`src/rtl/core/gpsl_pkg.sv`:
```
package gpsl_pkg;

	// sizes
	localparam int NUM_CHANNELS = 4;
	localparam int DEG_W        = 16;
	localparam int POS_W        = 17;
	localparam int CH_FIELD_W   = 2;
	localparam int NUM_ZERO     = 4;
	localparam int MASK_W       = 4;
	localparam int CFG_IDX_W    = 3;
	localparam int CFG_DATA_W   = 16;
	localparam int IN_TDATA_W   = 24;
	localparam int OUT_TDATA_W  = 24;

	// register reset values
	localparam logic [DEG_W-1:0] STEP_RST = 16'd1;
	localparam logic [DEG_W-1:0] MAX_RST  = 16'hFFFF;

	// beat kinds
	typedef enum logic [1:0] {
		OP_TICK = 2'd0,
		OP_SET  = 2'd1,
		OP_GET  = 2'd2,
		OP_INIT = 2'd3
	} op_t;

	// register indexes
	localparam logic [CFG_IDX_W-1:0] CFG_ZERO0   = 3'd0;
	localparam logic [CFG_IDX_W-1:0] CFG_ZERO3   = 3'd3;
	localparam logic [CFG_IDX_W-1:0] CFG_CW_MASK = 3'd4;
	localparam logic [CFG_IDX_W-1:0] CFG_STEP    = 3'd5;
	localparam logic [CFG_IDX_W-1:0] CFG_MAX     = 3'd6;

	// controller -> datapath
	typedef struct packed {
		logic                  latch;    // capture input beat
		logic                  step;     // process one channel
		logic [CH_FIELD_W-1:0] idx;      // walk index
		logic                  load_out; // move result into output register
	} dp_cmd_t;

	// datapath -> controller
	typedef struct packed {
		logic walk; // captured op visits every channel
	} dp_sts_t;

endpackage

```
`src/rtl/core/gpsl_ctrl.sv`:
```
module gpsl_ctrl #(
	parameter int CHANNELS = gpsl_pkg::NUM_CHANNELS
) (
	input  logic              clk,
	input  logic              arst_n,
	input  logic              s_tvalid,
	output logic              s_tready,
	input  logic              m_tready,
	output logic              m_tvalid,
	output gpsl_pkg::dp_cmd_t cmd,
	input  gpsl_pkg::dp_sts_t sts
);
	import gpsl_pkg::*;

	localparam logic [CH_FIELD_W-1:0] LAST_IDX = CH_FIELD_W'(CHANNELS - 1);

	typedef enum logic [2:0] {
		ST_IDLE = 3'b001,
		ST_RUN  = 3'b010,
		ST_DONE = 3'b100
	} state_t;

	state_t                state_q;
	state_t                state_d;
	logic [CH_FIELD_W-1:0] idx_q;
	logic                  out_valid_q;
	logic                  accept;
	logic                  last;
	logic                  load_out;

	assign accept   = s_tvalid && (state_q == ST_IDLE);
	assign last     = !sts.walk || (idx_q == LAST_IDX);
	assign load_out = (state_q == ST_DONE) && (!out_valid_q || m_tready);

	always_comb begin
		state_d = state_q;
		case (state_q)
			ST_IDLE: begin
				if (accept) state_d = ST_RUN;
			end
			ST_RUN: begin
				if (last) state_d = ST_DONE;
			end
			ST_DONE: begin
				if (load_out) state_d = ST_IDLE;
			end
			default: state_d = ST_IDLE;
		endcase
	end

	always_ff @(posedge clk or negedge arst_n) begin
		if (!arst_n) begin
			state_q     <= ST_IDLE;
			idx_q       <= '0;
			out_valid_q <= 1'b0;
		end else begin
			state_q <= state_d;
			if (accept) idx_q <= '0;
			else if (state_q == ST_RUN) idx_q <= idx_q + 1'b1;
			if (load_out) out_valid_q <= 1'b1;
			else if (m_tready) out_valid_q <= 1'b0;
		end
	end

	assign s_tready     = (state_q == ST_IDLE);
	assign m_tvalid     = out_valid_q;
	assign cmd.latch    = accept;
	assign cmd.step     = (state_q == ST_RUN);
	assign cmd.idx      = idx_q;
	assign cmd.load_out = load_out;

endmodule

```
`src/rtl/core/gpsl_dp.sv`:
```
module gpsl_dp #(
	parameter int CHANNELS = gpsl_pkg::NUM_CHANNELS
) (
	input  logic                                 clk,
	input  logic                                 arst_n,
	input  logic [gpsl_pkg::IN_TDATA_W-1:0]      s_tdata,
	input  logic [1:0]                           s_tuser,
	output logic [gpsl_pkg::OUT_TDATA_W-1:0]     m_tdata,
	input  logic                                 cfg_we,
	input  logic [gpsl_pkg::CFG_IDX_W-1:0]       cfg_addr,
	input  logic [gpsl_pkg::CFG_DATA_W-1:0]      cfg_wdata,
	input  gpsl_pkg::dp_cmd_t                    cmd,
	output gpsl_pkg::dp_sts_t                    sts
);
	import gpsl_pkg::*;

	localparam int CH_W  = (CHANNELS > 1) ? $clog2(CHANNELS) : 1;
	localparam int PAD_W = OUT_TDATA_W - 1 - POS_W;

	// configuration
	logic [DEG_W-1:0]  zero_q [NUM_ZERO];
	logic [MASK_W-1:0] cw_q;
	logic [DEG_W-1:0]  step_q;
	logic [DEG_W-1:0]  max_q;

	// captured beat
	op_t                   op_q;
	logic [CH_FIELD_W-1:0] chan_q;
	logic [DEG_W-1:0]      deg_q;

	// channel state
	logic [DEG_W-1:0] cmd_pos_q [CHANNELS];
	logic [DEG_W-1:0] ramp_q    [CHANNELS];
	logic [POS_W-1:0] cur_q     [CHANNELS];

	// result and output registers
	logic             res_status_q;
	logic [POS_W-1:0] res_pos_q;
	logic             out_status_q;
	logic [POS_W-1:0] out_pos_q;

	logic [CH_FIELD_W-1:0] addr;
	logic [CH_W-1:0]       ai;
	logic [DEG_W-1:0]      c;
	logic [DEG_W-1:0]      r;
	logic [DEG_W-1:0]      zero_sel;
	logic                  cw_sel;
	logic [POS_W-1:0]      up_sum;
	logic [POS_W-1:0]      dn_sum;
	logic [DEG_W-1:0]      r_next;
	logic                  moving;
	logic [POS_W-1:0]      cw_sum;
	logic [POS_W-1:0]      ccw_dif;
	logic [POS_W:0]        ccw_wrap;
	logic [POS_W-1:0]      mapped;
	logic                  bad_ch;
	logic                  bad_deg;

	assign sts.walk = (op_q == OP_TICK) || (op_q == OP_INIT);
	assign addr     = sts.walk ? cmd.idx : chan_q;
	assign ai       = addr[CH_W-1:0];
	assign c        = cmd_pos_q[ai];
	assign r        = ramp_q[ai];
	assign zero_sel = zero_q[addr];
	assign cw_sel   = cw_q[addr];

	// slew toward command, clamped to at most one step
	assign up_sum = {1'b0, r} + {1'b0, step_q};
	assign dn_sum = {1'b0, c} + {1'b0, step_q};
	assign moving = (c != r);

	always_comb begin
		if (c > r) r_next = ({1'b0, c} > up_sum) ? up_sum[DEG_W-1:0] : c;
		else       r_next = (dn_sum < {1'b0, r}) ? (r - step_q) : c;
	end

	// pointer mapping; ccw wraps by max_degree, then mod 2^17
	assign cw_sum   = {1'b0, zero_sel} + {1'b0, r_next};
	assign ccw_dif  = {1'b0, zero_sel} - {1'b0, r_next};
	assign ccw_wrap = {2'b00, max_q} + {2'b00, zero_sel} - {2'b00, r_next};

	always_comb begin
		if (cw_sel)                  mapped = cw_sum;
		else if (zero_sel >= r_next) mapped = ccw_dif;
		else                         mapped = ccw_wrap[POS_W-1:0];
	end

	assign bad_ch  = ({1'b0, chan_q} >= (CH_FIELD_W + 1)'(CHANNELS));
	assign bad_deg = (deg_q > max_q);

	// config registers
	always_ff @(posedge clk or negedge arst_n) begin
		if (!arst_n) begin
			for (int i = 0; i < NUM_ZERO; i++) zero_q[i] <= '0;
			cw_q   <= '0;
			step_q <= STEP_RST;
			max_q  <= MAX_RST;
		end else if (cfg_we) begin
			case (cfg_addr) inside
				[CFG_ZERO0:CFG_ZERO3]: zero_q[cfg_addr[1:0]] <= cfg_wdata;
				CFG_CW_MASK:           cw_q   <= cfg_wdata[MASK_W-1:0];
				CFG_STEP:              step_q <= cfg_wdata;
				CFG_MAX:               max_q  <= cfg_wdata;
				default: ;
			endcase
		end
	end

	// channel state and captured op
	always_ff @(posedge clk or negedge arst_n) begin
		if (!arst_n) begin
			op_q <= OP_TICK;
			for (int i = 0; i < CHANNELS; i++) begin
				cmd_pos_q[i] <= '0;
				ramp_q[i]    <= '0;
				cur_q[i]     <= '0;
			end
		end else begin
			if (cmd.latch) op_q <= op_t'(s_tuser);
			if (cmd.step) begin
				case (op_q)
					OP_TICK: begin
						if (moving) begin
							ramp_q[ai] <= r_next;
							cur_q[ai]  <= mapped;
						end
					end
					OP_SET: begin
						if (!bad_ch && !bad_deg) cmd_pos_q[ai] <= deg_q;
					end
					OP_INIT: begin
						cmd_pos_q[ai] <= zero_sel;
						ramp_q[ai]    <= zero_sel;
						cur_q[ai]     <= {1'b0, zero_sel};
					end
					default: ;
				endcase
			end
		end
	end

	// payload
	always_ff @(posedge clk) begin
		if (cmd.latch) begin
			chan_q       <= s_tdata[CH_FIELD_W-1:0];
			deg_q        <= s_tdata[CH_FIELD_W +: DEG_W];
			res_status_q <= 1'b0;
			res_pos_q    <= '0;
		end else if (cmd.step) begin
			case (op_q)
				OP_SET: res_status_q <= bad_ch || bad_deg;
				OP_GET: begin
					res_status_q <= bad_ch;
					res_pos_q    <= bad_ch ? '0 : cur_q[ai];
				end
				default: ;
			endcase
		end
		if (cmd.load_out) begin
			out_status_q <= res_status_q;
			out_pos_q    <= res_pos_q;
		end
	end

	assign m_tdata = {{PAD_W{1'b0}}, out_pos_q, out_status_q};

endmodule

```
`src/rtl/core/gauge_pointer_slew_limiter_unit.sv`:
```
// Multi-channel gauge pointer slew limiter.
// Input stream (s_*): one beat per operation. s_tuser carries the op
// (tick, set command, get position, init from zeros); s_tdata carries
// channel and degree. Every input beat yields exactly one output beat on
// m_* with a status bit (0 ok, 1 rejected) and a 17-bit position that is
// nonzero only for an accepted get.
// Config port (cfg_we/cfg_addr/cfg_wdata): registers 0-3 software zeros,
// 4 clockwise mask, 5 step size, 6 max degree. Write only while idle.
// Sequence: set/get visit one channel in the datapath, tick/init walk the
// channels one per cycle, then the result is loaded into the output
// register, which raises m_tvalid. One beat is in flight at a time: a
// new beat is not accepted until the current result has left the datapath.
// The single output register lets the block take the next beat while a
// result still waits; if the receiver stalls, the following result parks
// in the datapath and s_tready stays low until the output drains.
// Reset clears all channel state to zero, step size to 1 and max degree
// to 65535; no beat is valid on the output after reset.
module gauge_pointer_slew_limiter_unit #(
	parameter int CHANNELS = gpsl_pkg::NUM_CHANNELS
) (
	input  logic                               clk,
	input  logic                               arst_n,
	input  logic                               s_tvalid,
	output logic                               s_tready,
	input  logic [gpsl_pkg::IN_TDATA_W-1:0]    s_tdata,  // [1:0] channel, [17:2] degree
	input  logic [1:0]                         s_tuser,  // [1:0] op
	output logic                               m_tvalid,
	input  logic                               m_tready,
	output logic [gpsl_pkg::OUT_TDATA_W-1:0]   m_tdata,  // [0] status, [17:1] position
	input  logic                               cfg_we,
	input  logic [gpsl_pkg::CFG_IDX_W-1:0]     cfg_addr,
	input  logic [gpsl_pkg::CFG_DATA_W-1:0]    cfg_wdata
);
	import gpsl_pkg::*;

	dp_cmd_t cmd;
	dp_sts_t sts;

	// sequencer: accept, channel walk, output handoff
	gpsl_ctrl #(.CHANNELS(CHANNELS)) u_ctrl (
		.clk      (clk),
		.arst_n   (arst_n),
		.s_tvalid (s_tvalid),
		.s_tready (s_tready),
		.m_tready (m_tready),
		.m_tvalid (m_tvalid),
		.cmd      (cmd),
		.sts      (sts)
	);

	// config, channel state, slew and mapping math, result registers
	gpsl_dp #(.CHANNELS(CHANNELS)) u_dp (
		.clk       (clk),
		.arst_n    (arst_n),
		.s_tdata   (s_tdata),
		.s_tuser   (s_tuser),
		.m_tdata   (m_tdata),
		.cfg_we    (cfg_we),
		.cfg_addr  (cfg_addr),
		.cfg_wdata (cfg_wdata),
		.cmd       (cmd),
		.sts       (sts)
	);

endmodule
```
`config.mk`:
```
export PLATFORM = sky130hd
export DESIGN_NAME = gauge_pointer_slew_limiter_unit
export DESIGN_NICKNAME = d
export VERILOG_FILES = /design/src/rtl/core/gpsl_pkg.sv /design/src/rtl/core/gpsl_ctrl.sv /design/src/rtl/core/gpsl_dp.sv /design/src/rtl/core/gauge_pointer_slew_limiter_unit.sv
export SDC_FILE = /design/constraint.sdc
export NUM_CORES = 1
export LEC_CHECK = 0
export BUFFER_PORTS_ARGS = -buffer_cell sky130_fd_sc_hd__buf_2
export CORE_UTILIZATION = 55
export DETAILED_ROUTE_END_ITERATION = 12
export PLACE_DENSITY = 0.72
export SLEW_MARGIN = 30
export SYNTH_ARGS = -nofsm -noshare
export SYNTH_HDL_FRONTEND = slang
export SYNTH_HIERARCHICAL = 1
export SYNTH_SLANG_ARGS = --single-unit
export TNS_END_PERCENT = 30
```
`constraint.sdc`:
```
create_clock -name clk -period 17.8 [get_ports clk]
set_input_delay 4.45 -clock clk [delete_from_list [all_inputs] [get_ports clk]]
set_output_delay 4.45 -clock clk [all_outputs]
set_load 0.05 [all_outputs]
```
==> flow_summary.toml <==
[worst_setup_path]
critPathLaunch = "u_dp/op_q[0]"
max_stage_delay_ps = 720
cp-end-kind = "flop"
slowest_stage = "nor3_1"
arrival_ps = 12540
r2r_start = "u_dp/op_q[0]"
crit_fanout = 30
cp-start-kind = "flop"
setup.worst_path.end = "u_dp/cur_q[8]"
r2r_setup_slack_ps = 5760
cpMostUsedCell = "ha_1"
worst-r2r-cell-count = 38
crit_required_ps = 18300
critPathKind = "reg2reg"
r2r_end = "u_dp/cur_q[8]"

[floorplanning]
die-width_um = 203
fp-row-count = 73
pin_count = 76
fp.dieH_um = 203
die-area_um2 = 41300
coreArea_um2 = 39800
initial_core_util_pct = 55.9

[global_route]
use_met3_pct = 5.78
grt_pass1_vias = 16600
use_met2_pct = 48.8
grt_antenna_before_repair = 0
grt_pass1_wl_um = 95800
use_met1_pct = 41.1
grtUsageTotal_pct = 30.6
overflow = 0
grt_max_degree = 166
grt-busiest-layer = "met2"

[place]
numPortBuffers = 63
gp_congestion = 0.973
hpwlAfterDp_um = 45000

[hold_path]
hold_path_class = "reg2reg"

[detailed_routing]
first_pass_iters = 6
wirelength_um = 61500
avgRoutedWirePerCell_um = 23.2
num_vias = 16700
route.detailed.drc = 0
viasPerCell = 6.31
antenna_left = 0
drt-initial-drc-count = 1299

[clock_tree]
post_cts_buffers = 0
cts_buffer_depth = 3
cts_resized = 0
root_buffer = "clkbuf_16"
clock_sinks = 358
clock_latency_ps = 580
clk_pin_slew_worst_paths_ps = 60
holdBufCountCts = 0
cts_buffers = 39
cts_max_level = 2
cts_tree = "done"

[logic_synthesis]
syn_inst = 2053
synth_top_area_share_pct = 32.2
synthArstFlopShare_pct = 84.9
ys.warnings.count = 6
synth_area_um2 = 22200
yosysSeqAreaShare_pct = 40.8
synth_flop_cell = "dfrtp_1"
syn_avg_cell_area_um2 = 10.8
synth-edff-count = 36
synth_top_area_cell = "dfrtp_1"
synth_area_leaders = "dfrtp_1, mux2_2, ha_1"
ys_ff_latch = 358
synthDistinctLibCells = 92

[cells_and_area]
drive_gt1_share_pct = 23.9
final_nets = 2327
fin_util_pct = 61.4
area_delta_synth_final_pct = 9.93
antenna_cells = 0

[sta]
fin_tns_setup_ps = 0
worst_pin_slew_ps = 998
timing.fmax_mhz = 83.0
setup_viol = 0
slew_headroom_pct = 32.9
finalCritPeriodShare_pct = 67.7
slew_violations = 0
hold_violations = 0
rsz0062_at_grt = "no"
clock_skew_ps = 37.5
fin_crit_ps = 12040

[flow_run]
max_cap_viol_count = 0

[run_status]
status = "finished, final reports clean"
## worst min-delay path by stage
stage	start	to	depth (start not counted)
2_1_floorplan	u_dp/res_pos_q[0]	u_dp/out_pos_q[0]	0
3_3_place_gp	u_dp/res_pos_q[16]	u_dp/out_pos_q[16]	0
3_5_place_dp	u_dp/res_pos_q[14]	u_dp/out_pos_q[14]	0
4_1_cts	u_dp/res_pos_q[14]	u_dp/out_pos_q[14]	0
5_1_grt	u_dp/res_pos_q[11]	u_dp/out_pos_q[11]	0
6_report	u_dp/res_pos_q[14]	u_dp/out_pos_q[14]	0
## state kept, by name (all words and copies together) (netlist names)
register	count
u_ctrl/state_q	3
u_dp/cmd_pos_q	64
u_ctrl/idx_q	2
u_dp/max_q	16
u_dp/zero_q	64
u_dp/deg_q	16
u_dp/out_status_q	1
u_ctrl/m_tvalid	1
u_dp/chan_q	2
u_dp/cw_q	4
u_dp/step_q	16
u_dp/cur_q	68
u_dp/ramp_q	64
u_dp/res_status_q	1
u_dp/res_pos_q	17
u_dp/out_pos_q	17
u_dp/op_q	2
## cell families (layout without fill, tap and decap cells)
group                      Yosys count  after routing  share of synthesized area, %
buffers and inverters              220            284                          4.00
AOI/OAI and AO/OA                  453            453                          13.2
other                                1              6                        0.0169
muxes                              301            301                          18.4
adders and majority gates          185            185                          11.1
and+or+nand+nor                    467            467                          9.81
xor gates and xnor gates            68             68                          2.68
DFF                                358            358                          40.8
## stage by stage
| stage | hold WS [ps] | setup WS [ps] | cells | instance area (um^2) |
|---|---|---|---|---|
| 6_report | 427 | 5760 | 2647 | 24500 |
| 5_1_grt | 435 | 4940 | 2647 | 24500 |
| 4_1_cts | 428 | 5810 | 2645 | 24400 |
| 3_5_place_dp | 415 | 5890 | 2574 | 23100 |
| 3_3_place_gp | 413 | 5860 | 2571 | 23100 |
| 2_1_floorplan | 408 | 7660 | 2058 | 22300 |
## cells in the final DEF (no fill, tap or decap), drive strengths merged, types with 64 or more instances in the layout
cell	n
dfrtp	286
a21oi	114
nand2	202
mux4	64
inv	120
o21ai	130
ha	165
buf	92
mux2	226
nor2	105
## worst max-delay path: cells and delay by family (launching register included)
kind	cells	cell delay, ps
fa+ha+maj	4	1530
buf+inv	4	1590
xor+xnor	1	140
mux	3	1340
flops	1	370
compound gates	12	3020
simple gates	14	3890
## cells in the mapped netlist, types with 7 or more instances
master / n
o21ai_0: 105
nor2_1: 104
a21o_1: 38
nand2_1: 202
nor4_1: 8
xnor2_1: 53
buf_4: 10
a31oi_1: 17
buf_2: 10
clkbuf_1: 72
nand3_1: 25
ha_1: 165
edfxtp_1: 36
o31ai_1: 21
nand4_1: 8
mux2i_1: 11
o21ai_1: 23
a41oi_1: 7
a21oi_1: 112
xor2_1: 15
mux2_2: 225
o21a_1: 16
o21bai_1: 21
nor3_1: 30
or3_1: 7
dfstp_2: 18
inv_1: 118
and3_1: 9
dfxtp_1: 18
dfrtp_1: 286
mux4_2: 64
fa_1: 20
nor2b_1: 8
nand2b_1: 20
o211ai_1: 12
## area by class of cell
type / instances / area, um^2
repair buffers: 93 / 613
multi-input cells: 1480 / 12400
clock buffers: 53 / 1090
inverters: 120 / 450
clock inverters: 18 / 184
well taps: 525 / 657
fillers: 3275 / 15400
flip-flops and latches: 358 / 9070
## layer usage
layer / wire length, um / vias to the layer above
met2: 28200 / 614
met1: 26300 / 8431
met4: 2430 / 0
met5: 0 / -
li1: - / 7511
met3: 4480 / 134
Power is left out: the tool's default activity adds up to more than one toggle a clock period on the data nets, which glitch-free logic cannot reach.
